==> src/hdl/rbfi_pkg.sv <==
`default_nettype none
// ----------------------------------------------------------------------------
// rbfi_pkg: shared types and constants of the rigid body force integrator
// Holds the word formats, the register indexes, the pipeline geometry and
// the saturation helper used by the integration lanes.
// ----------------------------------------------------------------------------
package rbfi_pkg;

    localparam int FRAC_W     = 16;           // Q16.16 fraction bits
    localparam int CFG_IDX_W  = 3;
    localparam int MUL_W      = 62;           // products clip to 2^62-1
    localparam int FORCE_W    = 47;           // force magnitude clips to 2^47-1
    localparam int DIV_Q_W    = 48;           // quotient bits developed
    localparam int DIV_STEP   = 2;            // quotient bits per stage
    localparam int DIV_STAGES = DIV_Q_W / DIV_STEP;
    localparam int ACC_W      = 49;           // signed acceleration width
    localparam int SQ_W       = 49;
    localparam int S2_W       = 50;
    localparam int PIPE_LAT   = 16 + DIV_STAGES;

    localparam logic [16:0] TIME_STEP_RST = 17'd1092;

    typedef enum logic [CFG_IDX_W-1:0] {
        CFG_GRAV_X      = 3'd0,
        CFG_GRAV_Y      = 3'd1,
        CFG_WIND_X      = 3'd2,
        CFG_WIND_Y      = 3'd3,
        CFG_AIR_DENSITY = 3'd4,
        CFG_TIME_STEP   = 3'd5
    } cfg_idx_e;

    typedef struct packed {
        logic signed [31:0] pos_x;
        logic signed [31:0] pos_y;
        logic signed [31:0] vel_x;
        logic signed [31:0] vel_y;
        logic [30:0]        body_mass;
        logic [30:0]        body_area;
        logic [30:0]        drag_coef;
        logic [30:0]        lift_coef;
        logic               impulse_valid;
        logic signed [31:0] impulse_x;
        logic signed [31:0] impulse_y;
    } item_t;

    typedef struct packed {
        logic signed [31:0] new_pos_x;
        logic signed [31:0] new_pos_y;
        logic signed [31:0] new_vel_x;
        logic signed [31:0] new_vel_y;
        logic signed [31:0] move_x;
        logic signed [31:0] move_y;
        logic               zero_mass;
        logic               saturated;
    } result_t;

    // Side information carried alongside the divider stages.
    typedef struct packed {
        logic signed [31:0] pos_x;
        logic signed [31:0] pos_y;
        logic signed [31:0] vel_x;
        logic signed [31:0] vel_y;
        logic               zero_mass;
        logic               fsat;
        logic               neg_x;
        logic               neg_y;
        logic               ovf_x;
        logic               ovf_y;
    } div_side_t;

    typedef struct packed {
        logic signed [31:0] pos_x;
        logic signed [31:0] pos_y;
        logic signed [31:0] vel_x;
        logic signed [31:0] vel_y;
        logic               zero_mass;
        logic               fsat;
    } acc_side_t;

    typedef struct packed {
        logic [FORCE_W-1:0] m;
        logic               neg;
        logic               clip;
    } force_t;

    typedef struct packed {
        logic               sat;
        logic signed [31:0] val;
    } sat32_t;

    // Clamp a wide signed value into the signed 32 bit range.
    function automatic sat32_t sat32(input logic signed [63:0] v);
        sat32_t r;
        if (v > 64'sd2147483647) begin
            r.sat = 1'b1;
            r.val = {1'b0, {31{1'b1}}};
        end
        else if (v < -64'sd2147483648) begin
            r.sat = 1'b1;
            r.val = {1'b1, 31'd0};
        end
        else begin
            r.sat = 1'b0;
            r.val = v[31:0];
        end
        return r;
    endfunction

endpackage
`default_nettype wire

==> src/hdl/rbfi_mul.sv <==
`default_nettype none
// ----------------------------------------------------------------------------
// rbfi_mul: two stage wide multiply with shift and clip
// The wide operand is split at bit 32 into two parts; the partial products are
// registered, then recombined, shifted by the fraction width and clipped.
// ----------------------------------------------------------------------------
module rbfi_mul
    import rbfi_pkg::*;
#(
    parameter int A_W = 62,
    parameter int B_W = 31
)
(
    input  wire logic             clk,
    input  wire logic             en,
    input  wire logic [A_W-1:0]   a,
    input  wire logic [B_W-1:0]   b,
    input  wire logic             sat_in,
    output logic      [MUL_W-1:0] res,
    output logic                  sat_out
);

    localparam int HI_W = A_W - 32;
    localparam int PL_W = 32 + B_W;
    localparam int PH_W = HI_W + B_W;
    localparam int P_W  = A_W + B_W;
    localparam int SH_W = P_W - FRAC_W;

    logic [PL_W-1:0]  pl_next, pl_reg;
    logic [PH_W-1:0]  ph_next, ph_reg;
    logic             sat1_reg;
    logic [P_W-1:0]   prod;
    logic [SH_W-1:0]  shifted;
    logic             clip;
    logic [MUL_W-1:0] res_next, res_reg;
    logic             sat2_next, sat2_reg;

    assign pl_next = PL_W'(a[31:0]) * PL_W'(b);
    assign ph_next = PH_W'(a[A_W-1:32]) * PH_W'(b);

    always_comb
    begin
        prod      = {ph_reg, 32'd0} + P_W'(pl_reg);
        shifted   = prod[P_W-1:FRAC_W];
        clip      = |shifted[SH_W-1:MUL_W];
        res_next  = clip ? {MUL_W{1'b1}} : shifted[MUL_W-1:0];
        sat2_next = sat1_reg | clip;
    end

    always_ff @(posedge clk)
    begin
        if (en)
        begin
            pl_reg   <= pl_next;
            ph_reg   <= ph_next;
            sat1_reg <= sat_in;
            res_reg  <= res_next;
            sat2_reg <= sat2_next;
        end
    end

    assign res     = res_reg;
    assign sat_out = sat2_reg;

endmodule
`default_nettype wire

==> config.mk <==
export PLATFORM = sky130hd
export DESIGN_NAME = rbfi_mul
export DESIGN_NICKNAME = d
export VERILOG_FILES = /design/src/hdl/rbfi_pkg.sv /design/src/hdl/rbfi_mul.sv
export SDC_FILE = /design/constraint.sdc
export NUM_CORES = 2
export LEC_CHECK = 0
export ABC_CLOCK_PERIOD_IN_PS = 17600
export BUFFER_PORTS_ARGS = -buffer_cell sky130_fd_sc_hd__clkbuf_2
export CAP_MARGIN = 10
export CORE_MARGIN = 3
export CORE_UTILIZATION = 25
export DETAILED_ROUTE_END_ITERATION = 8
export GPL_TIMING_DRIVEN = 1
export HOLD_SLACK_MARGIN = 0.08
export SLEW_MARGIN = 15
export SYNTH_ARGS = -nofsm -noshare
export SYNTH_HDL_FRONTEND = slang
export SYNTH_SLANG_ARGS = --single-unit
==> constraint.sdc <==
create_clock -name clk -period 17.6 [get_ports clk]
set_input_delay 1.76 -clock clk [delete_from_list [all_inputs] [get_ports clk]]
set_output_delay 1.76 -clock clk [all_outputs]
set_load 0.01 [all_outputs]
==> reports/qor.yml <==
outcome:
  status: "finished, final reports clean"
clock_network:
  cts_sinks: 172
  cts_inserted_buffers: 17
  cts_htree_levels: 4
  cts_post_setup_buffers_inserted: 0
  post_cts_hold_buffer_count: 0
  ctsResizeCount: 0
  tritoncts_clock_tree: "yes"
  cts_max_path_buffers: 2
  cts.clk_slew.worst_paths_ns: 0.08
  clockRootBuffer: "sky130_fd_sc_hd__clkbuf_16"
  worst_skew_pair.late_latency_ns: 0.49
global_route:
  first_global_vias: 53760
  gr-usage-all-layers_pct: 14.98
  grt_max_degree: 76
  grt_pass1_wl_um: 331900
  grt_remaining_overflow: 0
  grt_antenna_before_repair: 34
logic_synthesis:
  asyncSetResetFlopFracSynth_pct: 0
  synth_edf_count: 172
  synth_flop_cell: "sky130_fd_sc_hd__edfxtp_1"
  syn_avg_cell_area_um2: 9.311
  post-synth-top-area-cell: "sky130_fd_sc_hd__fa_1"
  synthesis.nets: 9880
  yosysSeqAreaShare_pct: 7.321
  fraction_of_synthesized_cell_area_taken_by_the_top_area_cell_type_pct: 47.50
  synth_area_leaders: "sky130_fd_sc_hd__fa_1, sky130_fd_sc_hd__and2_1, sky130_fd_sc_hd__ha_1"
  synth.ff_latch_count: 172
  post_synth_instance_area_mm2: 0.07055
  synthCells: 7577
  yosysWarnings: 0
  synth_cell_type_count: 84
timing:
  max_slew.worst_pin.slew_ns: 1.156
  setup_repair_after_global_routing_missed_its_margin: "no"
  finalHoldViolCount: 0
  setup_viol_count_final: 0
  layout_worst_path_cycle_share_pct: 58.49
  final-max-slew-violation-count: 0
  worst_clock_skew_ns: 0.01854
  tns_setup_ns: 0
  timing.slew.headroom_pct: 22.96
  clock.fmax_mhz: 97.14
  timing.final.crit_period_ns: 10.29
critical_path:
  critPathCaptureType: "flop"
  crit_top_cell: "sky130_fd_sc_hd__fa_1"
  worst_path_dominant_cell_family: "adder cells"
  cp_data_arrival_time_ns: 10.54
  timing.critical_path.required_ns: 17.84
  crit_type: "input pin to flop"
  cp_slowest_cell: "sky130_fd_sc_hd__o31ai_1"
  worst_setup_path_start_kind: "input pin"
  timing.critical_path.fanout_max: 40
  regToRegSetupSlack_ns: 12.44
  critical_path.max_stage_delay_ns: 0.88
  timing.critical_path.buf_inv: 9
place:
  gpl.final_weighted_congestion: 0.9209
  cell_area_placed_mm2: 0.07483
  dpl.cell_count: 11080
  detailed_place_hpwl_um: 164200
  port_buffers: 158
cells_and_area:
  fin_cells: 11110
  layout-drive-gt1-share_pct: 4.280
  post-route-cell-area_mm2: 0.07550
  combined_area_of_the_multi_input_logic_cells_mm2: 0.05736
  layout.filler_cells: 30010
  largest_register_ffs: 62
  register_area_mm2: 0.005165
  design.final.nets: 9673
  most_frequent_cells_in_the_layout: "sky130_fd_sc_hd__fa_1, sky130_fd_sc_hd__inv_1, sky130_fd_sc_hd__and2_1"
  finalCoreUtilization_pct: 26.95
  area_delta_synth_final_pct: 7.014
  layout.cells.most_common: "sky130_fd_sc_hd__fa_1"
detailed_routing:
  residual_drc_count: 0
  first_iter_violations: 3243
  dr_total_vias: 50080
  drt-total-wl_um: 213500
  final_antenna_net_count: 0
  wl_per_cell_um: 19.21
  viasPerCell: 4.506
  dr.pass1.iters: 5
die:
  chipWidth_um: 537.2
  die_ar_mm2: 0.2886
  die_h_um: 537.2
  floorplan.initialDensity_pct: 25.19
  placeableCoreArea_mm2: 0.2801
  rows: 194
  io_pins: 159
job:
  timing.max_cap.violations: 0
worst_hold_path:
  hold_path_class: "flop to flop"
-- metrics by stage --
stage	setup WS, ns	hold WS, ns
floorplan	8.533	0.4862
global placement	5.744	0.4904
detailed placement	6.938	0.4953
CTS	7.432	0.5129
global route	6.970	0.5151
finish	7.305	0.5066
-- final cells by class --
type	count	area share, %
multi-input combinational	5282	75.98
inverter	1655	8.229
sequential	172	6.841
tap	3724	6.172
timing repair buffer	242	1.891
clock buffer	17	0.5635
clock inverter	15	0.3049
antenna	6	0.01989
-- per-layer routing --
| metal | track usage [%] | share of wire [%] | vias to the layer above |
|---|---|---|---|
| met5 | 0 | 0.0098 | - |
| met4 | 2.621 | 2.0 | 4 |
| met3 | 1.975 | 5.7 | 257 |
| met2 | 26.38 | 50 | 1511 |
| met1 | 19.77 | 42 | 26260 |
| li1 | - | - | 22050 |
-- worst register-to-register path, cell delays in order (launching register included) --
cell and delay, ns:
sky130_fd_sc_hd__edfxtp_1 0.42, sky130_fd_sc_hd__ha_1 0.29, sky130_fd_sc_hd__a21oi_1 0.06, sky130_fd_sc_hd__nor2b_1 0.26, sky130_fd_sc_hd__a311oi_2 0.21, sky130_fd_sc_hd__o21bai_1 0.41
sky130_fd_sc_hd__a21boi_0 0.26, sky130_fd_sc_hd__o32ai_1 0.55, sky130_fd_sc_hd__mux2_2 0.25, sky130_fd_sc_hd__nand4_1 0.12, sky130_fd_sc_hd__nor4_4 0.94, sky130_fd_sc_hd__buf_4 0.69
sky130_fd_sc_hd__nand4_1 0.37
-- synthesized netlist by cell type (all sizes together), types with 4 or more instances --
cell type     n
a2111oi       4
a211o         6
a211oi       15
a21boi        5
a21o         80
a21oi       136
a221oi        5
a311oi        5
a31oi        21
and2       1076
and3         18
and4          8
buf          20
clkbuf      448
edfxtp      172
fa         1674
ha          533
inv        1655
nand2       976
nand2b       12
nand3        53
nand4        92
nand4b       19
nor2        103
nor2b        14
nor3         29
nor4          6
o211ai       13
o21a         25
o21ai       100
o21bai       20
o31a         11
o31ai         6
o41ai         7
or2          10
or3           5
xnor2        97
xor2         54
-- kinds of logic after synthesis --
kind of cell	share of synthesized area, %
AOI/OAI and AO/OA	4.480
DFF	7.321
muxes	0.05853
buffers and inverters	11.39
and+or+nand+nor	17.92
adders and majority gates	56.96
xor gates and xnor gates	1.875
-- path summary, 6_finish.rpt --
kind	start	to	depth (start not counted)
max	b[9]	pl_reg[50]	29
min	pl_reg[24]	res[8]	1
max reg2reg	ph_reg[1]	res[27]	12
min reg2reg	pl_reg[24]	res[8]	1
Power is not shown: default switching activity piles up to over one toggle a cycle in this logic, so the estimate is an artifact.
